==> config.mk <==
export PLATFORM = sky130hd
export DESIGN_NAME = sulst_ram
export DESIGN_NICKNAME = d
export VERILOG_FILES = /design/src/sv/sorted_unique_list_table_defines.svh /design/src/sv/sulst_ram.sv
export SDC_FILE = /design/constraint.sdc
export NUM_CORES = 2
export LEC_CHECK = 0
export BUFFER_PORTS_ARGS = -buffer_cell sky130_fd_sc_hd__buf_2
export CAP_MARGIN = 10
export CORE_AREA = 5 5 382 384
export CTS_CLUSTER_SIZE = 16
export DETAILED_ROUTE_END_ITERATION = 7
export DIE_AREA = 0 0 387 389
export PLACE_DENSITY = 0.78
export SLEW_MARGIN = 10
export SYNTH_ARGS = -nofsm -noshare
export SYNTH_HDL_FRONTEND = slang
export SYNTH_SLANG_ARGS = --single-unit
export TNS_END_PERCENT = 5
==> constraint.sdc <==
create_clock -name clk -period 4.24 [get_ports clk]
set_input_delay 0.212 -clock clk [delete_from_list [all_inputs] [get_ports clk]]
set_output_delay 0.212 -clock clk [all_outputs]
set_load 0.05 [all_outputs]
==> src/sv/sorted_unique_list_table_defines.svh <==
// ----------------------------------------------------------------------------
// Sorted unique list table: assertion macros
// Shared concurrent assertion wrappers, empty when synthesized.
// ----------------------------------------------------------------------------
`ifndef SORTED_UNIQUE_LIST_TABLE_DEFINES_SVH
`define SORTED_UNIQUE_LIST_TABLE_DEFINES_SVH

`ifndef SYNTHESIS
// Checked on every rising edge outside reset.
`define SULT_ASSERT(label, clk, rst_n, prop, msg) \
    label: assert property (@(posedge clk) disable iff (!rst_n) prop) else $error(msg);
// Checked on every rising edge, reset included.
`define SULT_ASSERT_ALWAYS(label, clk, prop, msg) \
    label: assert property (@(posedge clk) prop) else $error(msg);
`else
`define SULT_ASSERT(label, clk, rst_n, prop, msg)
`define SULT_ASSERT_ALWAYS(label, clk, prop, msg)
`endif

`endif

==> src/sv/sulst_ram.sv <==
// ----------------------------------------------------------------------------
// Generic RAM
// One write port and one read port with registered read data.
// ----------------------------------------------------------------------------
module sulst_ram #(
    parameter int WIDTH = 32,
    parameter int DEPTH = 64
) (
    input  logic                     clk,
    input  logic                     wr_en,
    input  logic [$clog2(DEPTH)-1:0] wr_addr,
    input  logic [WIDTH-1:0]         wr_data,
    input  logic                     rd_en,
    input  logic [$clog2(DEPTH)-1:0] rd_addr,
    output logic [WIDTH-1:0]         rd_data
);

    logic [WIDTH-1:0] mem [DEPTH];

    always_ff @(posedge clk)
    begin
        if (wr_en)
        begin
            mem[wr_addr] <= wr_data;
        end
        if (rd_en)
        begin
            rd_data <= mem[rd_addr];
        end
    end

endmodule

==> impl_results.md <==
- Share of the synthesized area in the top cell type: 0.7923
- Initial DRC count: 6486
- Largest net degree at the start of global routing: 90
- IO Port Bufs: 78
- Die height: 389 µm
- Clock Pin Slew Worst Setup and Hold Paths: 60 ps
- # hold bufs at CTS: 2
- Gpl congestion: 0.8107
- Peak VDD IR: 0.4635 mV
- Total number of vias: 38910
- Final Net Count: 3620
- Count of final hold-check violations: 0
- GRT busiest layer: met2
- Area Growth Syn to Fin: 12.92%
- Critical Path RT: 4790 ps
- Finish-stage setup viols: 0
- Core box area: approximately 140000 µm²
- Status: finished, final reports clean
- Initial core utilization: 0.5535
- Mean Syn Cell Area: 23.72 µm²
- CTS tree: yes
- Yosys reg bits: 2080
- Net Sw Frac: 0.2148
- Grt ovf: 0
- Reg-to-Reg Start: mem[30][28]
- Setup_tns: 0 ps
- FILL cells: 8876
- Post-synth ARST share: 0
- Netlist cell types: 33
- Grt met3 use: 0.08184
- Sequential Power Share: 0.542
- Worst setup path startpoint: rd_addr[0]
- Grt met2 use: 0.4416
- Routed WL: roughly 210000 µm
- P per Cell Area: 474.6 nW/µm²
- Row count: 139
- Num CTS Buffers: 193
- CP endpoint kind: register
- Full die area: 150500 µm²
- Max Slew Vio Count: 0
- Clock power share: 0.405
- Syn Inst Count: 3324
- Crit Path Class: input port to register
- Pint: 33.17 mW
- Area leader, netlist: edfxtp_1
- Die Span X: 387 µm
- Slew margin rel.: 0.1280
- Total of max-cap violations: 0
- FMAX: around 370 MHz
- Post-synth EDFFs: 2080
- Clock Tree Root: clkbuf_16
- Register area share after synthesis: 0.7923
- Clock latency on the worst-skew pair: 840 ps
- Top_reg_cell synth: edfxtp_1
- Global-route usage over all layers: 0.2797
- CP startpoint kind: input port
- Dpl cells: 5274
- Worst R2R Path Depth: 5
- Routed WL per cell: 37.07 µm
- # Post-CTS Setup Buffers: 0
- IO Count: around 80
- Clock Path Buffers: 3
- Min Tclk post-route: between 2000 and 3000 ps
- Commonest non-fill, non-tap cell in the layout: edfxtp_1
- Number of global-route vias before repair: approximately 40000
- Worst R2R End: rd_data[28]
- Sink Count: approximately 2100
- Cell Area, Synth: 78840 µm²
- DRT Pass-1 Iters: 6
- H-tree lvl count: 4
- Tcrit/Tclk final: 0.6336
- Arrival time at the worst endpoint: 3240 ps
- Commonest non-fill, non-tap cells in the layout: edfxtp_1, mux4_2, clkbuf_16
- Final Power: 42.25 mW
- GRT met1 Usage: 0.3730
- Setup crit end: rd_data[23]
- Post-route antenna net violation count: 0
- Min-Delay Path Class: input port to register
- Vias per inst: 6.906
- DRC errors left: 0
- RSZ-0062 raised after global routing: false
- Psw: 9.076 mW
- Slew @ Worst Pin: 1308 ps
- # resized after CTS: 0
- Initial antenna violation count: 15
- Yosys warning count: 0
- Leak Pwr: 27.64 nW
- Largest cells by area after synthesis: edfxtp_1, mux4_2, mux2i_1, o22ai_1, nor2_1
- Layout cells sized above 1: 0.2975
- Clock Skews: about 31 ps
- Finished Layout Cells: 5635
- Detailed placement HPWL: 109000 µm
- R2R Setup Slk: around 1800 ps
- Critical path peak fanout: 45
- Post-Syn Nets: roughly 3400
- Global-route wire length before repair: 297500 µm
- Gate power share: 0.052
-- critical path, stage by stage --
cell	delay [ps]
buf_8	490
buf_4	440
buf_4	280
mux4_2	540
o22ai_1	180
nor2_1	110
a21oi_1	850
nor2_1	80
-- worst min path at each step --
stage | from | to | slack [ps] | cells after the start
after floorplan | wr_data[0] | mem[0][0] | 310 | 0
after global placement | rd_data[4] | rd_data[4] | 820 | 1
after detailed placement | rd_data[17] | rd_data[17] | 790 | 1
after CTS | wr_data[7] | mem[36][7] | 7 | 2
after global routing | wr_data[27] | mem[34][27] | 20 | 1
final | wr_data[7] | mem[33][7] | 30 | 2
-- metal layers --
metal | wire [µm] | part of all wire
met4 | 9756 | 0.047
met2 | 100400 | 0.48
met3 | 28630 | 0.14
met1 | 69980 | 0.34
met5 | 96 | 0.00046
-- cell usage after synthesis, types with 5 or more instances --
cell	count
nor2b_1	15
buf_6	5
buf_2	57
nor3_1	7
nand3b_1	5
nand3_1	5
nor2_1	137
a311oi_1	8
a22oi_1	12
buf_4	25
mux4_2	544
mux2i_1	93
edfxtp_1	2080
buf_1	21
nand2_1	26
o221ai_1	27
nand2b_1	8
o22ai_1	84
clkbuf_1	74
a21oi_1	62
-- power groups by stage --
stage | registers (mW) | logic [mW] | clock network [mW]
after detailed placement | 23.3 | 2.15 | 0
final | 22.9 | 2.22 | 17.1
after floorplan | 23.4 | 1.11 | 0
after global routing | 22.9 | 2.31 | 18.2
after CTS | 22.9 | 2.19 | 17.2
after global placement | 23.3 | 2.10 | 0
-- sequential cells by signal, indices dropped and copies added, names as in the netlist --
| name | flops |
|---|---|
| mem | 2048 |
| rd_data | 32 |
-- through the flow --
step	util	cell area [µm²]	hold slack (ps)	worst slack, ps
floorplan	-	78840	310.9	868.2
global placement	0.5808	82730	819.0	895.0
detailed placement	0.5808	82730	792.5	816.8
CTS	0.6243	88930	7.408	1648
global route	0.6249	89010	15.25	1530
finish	0.6250	89020	28.39	1554
-- final cells by class --
cell class | count | area [µm²] | area share
Tap cell | 1903 | 2381 | 0.02675
Sequential cell | 2080 | 62460 | 0.7017
Antenna cell | 4 | 10.01 | 0.0001124
Timing Repair Buffer | 236 | 2026 | 0.02276
Clock inverter | 113 | 1072 | 0.01205
Multi-Input combinational cell | 1062 | 15970 | 0.1794
Clock buffer | 237 | 5101 | 0.05730
-- cell families (layout without fill, tap and decap cells) --
family                 Yosys count  in the layout  synth area share
buffers and inverters          182            586           0.01124
DFF                           2080           2080            0.7923
other                            0              4                 0
muxes                          637            637            0.1672
AOI/OAI and AO/OA              202            202           0.01666
and+or+nand+nor                223            223           0.01260
Power figures use the tool's default switching activity.
