File: src/sv/sorted_unique_list_table_defines.svh
// ----------------------------------------------------------------------------
// Sorted unique list table: assertion macros
// Shared concurrent assertion wrappers, empty when synthesized.
// ----------------------------------------------------------------------------
`ifndef SORTED_UNIQUE_LIST_TABLE_DEFINES_SVH
`define SORTED_UNIQUE_LIST_TABLE_DEFINES_SVH

`ifndef SYNTHESIS
// Checked on every rising edge outside reset.
`define SULT_ASSERT(label, clk, rst_n, prop, msg) \
    label: assert property (@(posedge clk) disable iff (!rst_n) prop) else $error(msg);
// Checked on every rising edge, reset included.
`define SULT_ASSERT_ALWAYS(label, clk, prop, msg) \
    label: assert property (@(posedge clk) prop) else $error(msg);
`else
`define SULT_ASSERT(label, clk, rst_n, prop, msg)
`define SULT_ASSERT_ALWAYS(label, clk, prop, msg)
`endif

`endif

File: src/sv/sulst_pkg.sv
// ----------------------------------------------------------------------------
// Sorted unique list table package
// Sizes, codes and shared types of the sorted unique list table.
// ----------------------------------------------------------------------------
package sulst_pkg;

    localparam int CAPACITY  = 64;
    localparam int IDX_W     = $clog2(CAPACITY);
    localparam int CNT_W     = $clog2(CAPACITY + 1);
    localparam int DATA_W    = 32;
    localparam int POS_W     = 8;
    localparam int TYPE_W    = 2;
    localparam int STAT_W    = 3;
    localparam int OUT_CNT_W = 7;
    localparam int CMP_W     = (POS_W > CNT_W) ? POS_W : CNT_W;

    typedef enum logic [TYPE_W-1:0] {
        REQ_INSERT   = 2'd0,
        REQ_DEL_HEAD = 2'd1,
        REQ_DEL_TAIL = 2'd2,
        REQ_DEL_POS  = 2'd3
    } req_t;

    typedef enum logic [STAT_W-1:0] {
        ST_OK     = 3'd0,
        ST_DUP    = 3'd1,
        ST_FULL   = 3'd2,
        ST_EMPTY  = 3'd3,
        ST_BADPOS = 3'd4
    } status_t;

    typedef enum logic [3:0] {
        S_IDLE,
        S_SRCH,
        S_SRCH_CMP,
        S_INS_CHK,
        S_SHUP_RD,
        S_SHUP_WR,
        S_INS_PUT,
        S_DEL_RD,
        S_DEL_GET,
        S_DSH_RD,
        S_DSH_WR,
        S_DONE
    } state_t;

    // Flags from the shared compare unit.
    typedef struct packed {
        logic eq;
        logic gt;
    } cmp_t;

endpackage

File: src/sv/sulst_step_unit.sv
// ----------------------------------------------------------------------------
// Sorted unique list table step unit
// Shared signed compare and pointer step used by the sequencer states.
// ----------------------------------------------------------------------------
module sulst_step_unit
    import sulst_pkg::*;
(
    input  logic signed [DATA_W-1:0] entry,
    input  logic signed [DATA_W-1:0] key,
    input  logic [CNT_W-1:0]         ptr,
    output cmp_t                     cmp,
    output logic [CNT_W-1:0]         ptr_inc,
    output logic [CNT_W-1:0]         ptr_dec
);

    always_comb
    begin
        cmp.eq  = (entry == key);
        cmp.gt  = (entry > key);
        ptr_inc = ptr + CNT_W'(1);
        ptr_dec = ptr - CNT_W'(1);
    end

endmodule

File: config.mk
export PLATFORM = sky130hd
export DESIGN_NAME = sulst_step_unit
export DESIGN_NICKNAME = d
export VERILOG_FILES = /design/src/sv/sorted_unique_list_table_defines.svh /design/src/sv/sulst_pkg.sv /design/src/sv/sulst_step_unit.sv
export SDC_FILE = /design/constraint.sdc
export NUM_CORES = 1
export LEC_CHECK = 0
export BUFFER_PORTS_ARGS = -buffer_cell sky130_fd_sc_hd__buf_2
export CORE_MARGIN = 3
export CORE_UTILIZATION = 37
export DETAILED_ROUTE_END_ITERATION = 6
export PLACE_DENSITY = 0.82
export SLEW_MARGIN = 30
export SYNTH_ARGS = -nofsm -noshare
export SYNTH_HDL_FRONTEND = slang
export SYNTH_SLANG_ARGS = --single-unit
File: constraint.sdc
create_clock -name vclk -period 2.1
set_input_delay 0.315 -clock vclk [all_inputs]
set_output_delay 0.315 -clock vclk [all_outputs]
set_load 0.05 [all_outputs]
==> results of run 1 <==
through the flow:
stage | util | hold slack [ns] | total power [mW] | setup slack (ns)
after detailed placement | 0.6359 | 1.008 | 0.3788 | -0.5587
after floorplan | - | 0.8107 | 0.2404 | -0.2858
final | 0.7267 | 1.007 | 0.4350 | -0.3593
after global placement | 0.6359 | 1.002 | 0.3695 | -0.5502
after CTS | 0.7178 | 1.010 | 0.4288 | -0.3351
after global routing | 0.7267 | 1.024 | 0.4798 | -0.4401
critical path, cell delays in order:
cell and delay [ns]:
buf_2 0.10, ha_1 0.32, a21oi_1 0.18, nand2_1 0.09
a221oi_2 0.30, a31oi_2 0.14, or3_4 0.39, a21oi_4 0.13
buf_6 0.17
path summary, 6_finish.rpt:
check                     start    endpoint  slack (ns)  cells after the start
worst max-delay path  entry[14]      cmp[0]       -0.36                      9
worst min-delay path     ptr[0]  ptr_inc[0]        1.01                      3
cell usage after synthesis:
master | instances | share of area
nand4_1 | 4 | 0.025
and2_0 | 1 | 0.0063
nor4b_1 | 1 | 0.0088
and3_1 | 2 | 0.012
a221oi_2 | 1 | 0.015
a221o_1 | 1 | 0.010
nor3b_1 | 1 | 0.0075
a21o_1 | 4 | 0.030
xor2_1 | 7 | 0.061
inv_1 | 35 | 0.13
a221oi_1 | 2 | 0.018
nand3_1 | 4 | 0.020
ha_1 | 34 | 0.43
nand2b_1 | 1 | 0.0063
o21ai_0 | 5 | 0.025
or3_1 | 1 | 0.0063
xnor2_1 | 3 | 0.026
nand2_1 | 9 | 0.034
o211a_1 | 1 | 0.010
clkbuf_1 | 1 | 0.0037
a31oi_1 | 1 | 0.0063
a21oi_1 | 8 | 0.040
nor4_1 | 1 | 0.0063
nor3_1 | 2 | 0.010
buf_4 | 1 | 0.0075
nor2b_1 | 1 | 0.0063
nor2_1 | 3 | 0.011
and4_1 | 2 | 0.018
a21oi_2 | 1 | 0.0088
o21ai_1 | 1 | 0.0050
cell families after synthesis:
group,count (synthesis),synth area share
buf+inv,37,0.1425
fa+ha+maj,34,0.4250
simple gates,33,0.1775
compound gates,25,0.1675
xor+xnor,10,0.08751
layer usage:
| metal | up-vias | part of all wire |
|---|---|---|
| met4 | 0 | 0.014 |
| met2 | 44 | 0.59 |
| met3 | 4 | 0.055 |
| li1 | 663 | - |
| met1 | 568 | 0.34 |
| met5 | - | 0 |
power breakdown:
| group | internal [mW] | switching (mW) |
|---|---|---|
| clock | 0 | 0 |
| sequential | 0 | 0 |
| combinational | 0.196 | 0.239 |
cell type report:
| class | count | area, µm² |
|---|---|---|
| tap | 30 | 37.54 |
| fill | 220 | 689.4 |
| multi-input combinational | 102 | 1055 |
| inverter | 35 | 148.9 |
| timing repair buffer | 96 | 591.8 |
timing repair:
item / in CTS / in global routing
setup endpoints to repair: 2 / 2
setup buffers: 4 / 0
pin swaps: 14 / 2
gates resized for setup: 35 / 5
==> reports/qor.csv, run 1 <==
metric,value,unit
period_share,1.171,
violations,negative setup slack,
synth_nets,244,
finalSetupTns,-0.4666,ns
core_area,2522,µm²
dieWidth,58.01,µm
hold_viol_final,0,
overflow,0,
worstPathArrival,2.14,ns
layout_commonest_cell,buf_2,
grt_use_met2,0.3952,
setup_violations,2,
slew_viol_final,0,
relSlewSlack,0.7931,
ios,87,
yosys.cell_types.count,30,
dieArea,3365,µm²
firstDrtPassIters,4,
initial_core_util,0.3968,
outcome,"complete, but fails checks",
final_cell_mix,"buf_2, inv_1, ha_1",
antenna_left,0,
endpoint_kind,output pin,
rsz0062_at_grt,yes,
wirelength,3.098,mm
routed_via_density,4.863,
dp_hpwl,2.566,mm
use_met3,0.002227,
seq_area_frac_synth,0,
rows,18,
drc,0,
io_buffer_count,87,
nClkBuffers,0,
use_met1,0.1874,
min-delay-path-class,input pin to output pin,
dp_cells,260,
worst-setup-path-type,input pin to output pin,
antenna_cells,0,
gr-usage-all-layers,0.1802,
hold_buffers,0,
syn-cell-area,1001,µm²
cp-start-kind,input pin,
p_leak,1.077,nW
fmax,406.6,MHz
period_needed,2.459,ns
drtIter0Drc,9,
antenna_found_initial,0,
vias,1279,
worst_pin_slew,0.3080,ns
grt_max_degree,7,
cp.required,1.78,ns
syn_avg_cell_area,7.201,µm²
wl_per_cell,11.78,µm
max_cap_violations,0,
die_y,58.01,µm
fin_cells,263,
ys_warn_count,0,
drive_gt1_frac,0.5451,
seq_cell_count,0,
grt_pass1_vias,1295,
globalplace.congestion,0.6880,
ff_latch_area,0,µm²
syn2layout_area_growth,83.13,%
synth_cells,139,
placed_area,1604,µm²
crit_fanout,3,
layout.nets,340,
finish.instance_area,1833,µm²
gr-max-usage-layer,met2,
pwr_density_cell,237.3,nW/µm²
worst_slack,-0.3593,ns
vdd_drop_max,0.2676,mV
grt_first_pass_wirelength,4.974,mm
Note: power is estimated with default switching activity, not from simulation.
==> run 2: changes to the inputs <==
--- a/config.mk
+++ b/config.mk
@@ -5,12 +5,13 @@
 export SDC_FILE = /design/constraint.sdc
 export NUM_CORES = 1
 export LEC_CHECK = 0
+export ABC_AREA = 1
 export BUFFER_PORTS_ARGS = -buffer_cell sky130_fd_sc_hd__buf_2
 export CORE_MARGIN = 3
 export CORE_UTILIZATION = 37
 export DETAILED_ROUTE_END_ITERATION = 6
-export PLACE_DENSITY = 0.82
-export SLEW_MARGIN = 30
+export PLACE_DENSITY = 0.8
+export SLEW_MARGIN = 20
 export SYNTH_ARGS = -nofsm -noshare
 export SYNTH_HDL_FRONTEND = slang
 export SYNTH_SLANG_ARGS = --single-unit
==> run 2 against run 1 <==
The run now ends clean. Sequential share of layout area unchanged. Die area up 5.7%. Area after synthesis up 6.4%. Core utilization down 5.8 points. Maximum frequency up 22%. Critical path type unchanged. Largest cell class unchanged. Highest routed layer is now met3.
==> reports/qor.csv, run 2 <==
metric,value,unit,change
outcome,"finished, final reports clean",,"was complete, but fails checks"
drtIter0Drc,14,,was 9
nClkBuffers,0,,unchanged
antenna_cells,0,,unchanged
ff_latch_area,0,µm²,unchanged
hold_buffers,0,,unchanged
endpoint_kind,output pin,,unchanged
yosysTopAreaCell,ha_1,,unchanged
vias,1296,,was 1279
synth_top_area_frac,0.3995,,was 0.4250
vdd_drop_max,0.2729,mV,was 0.2676 mV
layout.nets,369,,was 340
hold_viol_final,0,,unchanged
period_needed,2.015,ns,was 2.459 ns
dp_hpwl,2.477,mm,was 2.566 mm
wl_per_cell,9.568,µm,was 11.78 µm
seq_area_frac_synth,0,,unchanged
dp_cells,291,,was 260
gr-usage-all-layers,0.1406,,was 0.1802
grt_first_pass_wirelength,4.188,mm,was 4.974 mm
core_area,2613,µm²,was 2522 µm²
crit_fanout,2,,was 3
rsz0062_at_grt,yes,,unchanged
pwr_density_cell,231.7,nW/µm²,was 237.3 nW/µm²
routed_via_density,4.438,,was 4.863
grt_max_degree,7,,unchanged
antenna_found_initial,0,,unchanged
period_share,0.9595,,was 1.171
seq_cell_count,0,,unchanged
wirelength,2.794,mm,was 3.098 mm
synth_cells,174,,was 139
worst-setup-path-type,input pin to output pin,,unchanged
fmax,496.3,MHz,was 406.6 MHz
io_buffer_count,87,,unchanged
syn_avg_cell_area,6.119,µm²,was 7.201 µm²
utilization,0.6686,,was 0.7267
synth_area_leaders,"ha_1, inv_1, nand2_1",,"was ha_1, inv_1, xor2_1"
yosys.cell_types.count,16,,was 30
drc,0,,unchanged
finalSetupTns,0,ns,was -0.4666 ns
syn-cell-area,1065,µm²,was 1001 µm²
worst_hold_path.endpoint,ptr_inc[0],,unchanged
syn2layout_area_growth,64.04,%,was 83.13%
synth_common_cells,"inv_1, nand2_1, ha_1, a21oi_1, nor2_1",,"was inv_1, ha_1, nand2_1, a21oi_1, xor2_1"
firstDrtPassIters,2,,was 4
worstPathArrival,1.70,ns,was 2.14 ns
max_cap_violations,0,,unchanged
antenna_left,0,,unchanged
slew_viol_final,0,,unchanged
final_cell_mix,"buf_2, inv_1, nand2_1",,"was buf_2, inv_1, ha_1"
rows,18,,unchanged
p_leak,1.078,nW,was 1.077 nW
die_y,59.65,µm,was 58.01 µm
hold_start,ptr[0],,unchanged
drive_gt1_frac,0.4427,,was 0.5451
min-delay-path-class,input pin to output pin,,unchanged
relSlewSlack,0.7860,,was 0.7931
globalplace.congestion,0.7254,,was 0.6880
holdPathStages,3,,unchanged
setup_violations,0,,was 2
fin_cells,292,,was 263
dieArea,3558,µm²,was 3365 µm²
synth_nets,279,,was 244
dieWidth,59.65,µm,was 58.01 µm
cp.required,1.78,ns,about the same
initial_core_util,0.4076,,was 0.3968
worst_pin_slew,0.3186,ns,was 0.3080 ns
layout_commonest_cell,buf_2,,unchanged
grt_pass1_vias,1100,,was 1295
ys_warn_count,0,,unchanged
ios,87,,unchanged
overflow,0,,unchanged
synth.most_common_cell,inv_1,,unchanged
cp-start-kind,input pin,,unchanged
hold_ws,1.011,ns,was 1.007 ns
## run 2: changes by cell type in the layout (fill, tap and decap cells not counted), moves of 3 or more
| cell | previous run | this run |
|---|---|---|
| buf_4 | 9 | 3 |
| nand2_1 | 9 | 36 |
| buf_2 | 74 | 81 |
| nor2_1 | 2 | 10 |
| a221oi_2 | 3 | 0 |
| buf_6 | 11 | 6 |
| inv_1 | 27 | 38 |
| a21o_1 | 4 | 1 |
| xor2_1 | 6 | 9 |
| a21oi_1 | 8 | 13 |
## run 2: logic make-up (layout without fill, tap and decap cells)
kind of cell / after synthesis / after routing / share of synthesized area
AND/OR/NAND/NOR: 63 / 63 / 0.2468
buffers and inverters: 47 / 135 / 0.1704
adder cells (fa/ha/maj): 34 / 34 / 0.3995
AO/OA/AOI/OAI: 20 / 20 / 0.1011
XOR/XNOR: 10 / 10 / 0.08225
## run 2: power breakdown
group	internal, mW	leakage, nW	switching, mW
Combinational	0.169	1.08	0.236
Sequential	0	0	0
Clock	0	0	0
## run 2: area by class of cell
type / instances / area [µm²]
fill: 238 / 865.8
inverter: 45 / 173.9
multi-input combinational: 127 / 1040
tap: 30 / 37.54
timing repair buffer: 90 / 495.5
## run 2: through the flow
stage / worst slack [ns] / instance area (µm²) / power [mW]
2_1_floorplan: 0.001262 / 1087 / 0.2415
3_3_place_gp: 0.05158 / 1563 / 0.3563
3_5_place_dp: 0.02498 / 1563 / 0.3626
4_1_cts: 0.02255 / 1563 / 0.3647
5_1_grt: -0.02224 / 1747 / 0.4551
6_report: 0.08496 / 1747 / 0.4048
## run 2: worst max path at each step
stage | from | endpoint | slack [ns] | cells past startpoint
finish | key[24] | cmp[0] | 0.08 | 12
global route | key[24] | cmp[0] | -0.02 | 12
CTS | key[31] | cmp[0] | 0.02 | 12
detailed placement | key[31] | cmp[0] | 0.02 | 12
global placement | key[31] | cmp[0] | 0.05 | 12
floorplan | key[31] | cmp[0] | 0.001 | 10
## run 2: timing repair
action                     in CTS  in global routing
resized for setup               0                 32
setup buffers                   0                  1
setup endpoints to repair       0                  2
hold endpoints to repair        0                  0
## run 2: worst max-delay path, stage by stage
cell and delay, ns:
buf_2 0.09, inv_2 0.04, ha_4 0.24, nand4_1 0.10
nor3_2 0.22, nand2_1 0.10, nor2_1 0.10, nand2_1 0.07
nand2_1 0.06, nand2_1 0.06, a21oi_2 0.14, buf_6 0.17
## run 2: layer usage
metal | wire length [µm] | up-vias | GRT usage
li1 | - | 720 | -
met1 | 1076 | 538 | 0.1804
met2 | 1528 | 38 | 0.2716
met3 | 190 | 0 | 0.004357
met4 | 0 | 0 | 0
met5 | 0 | - | 0
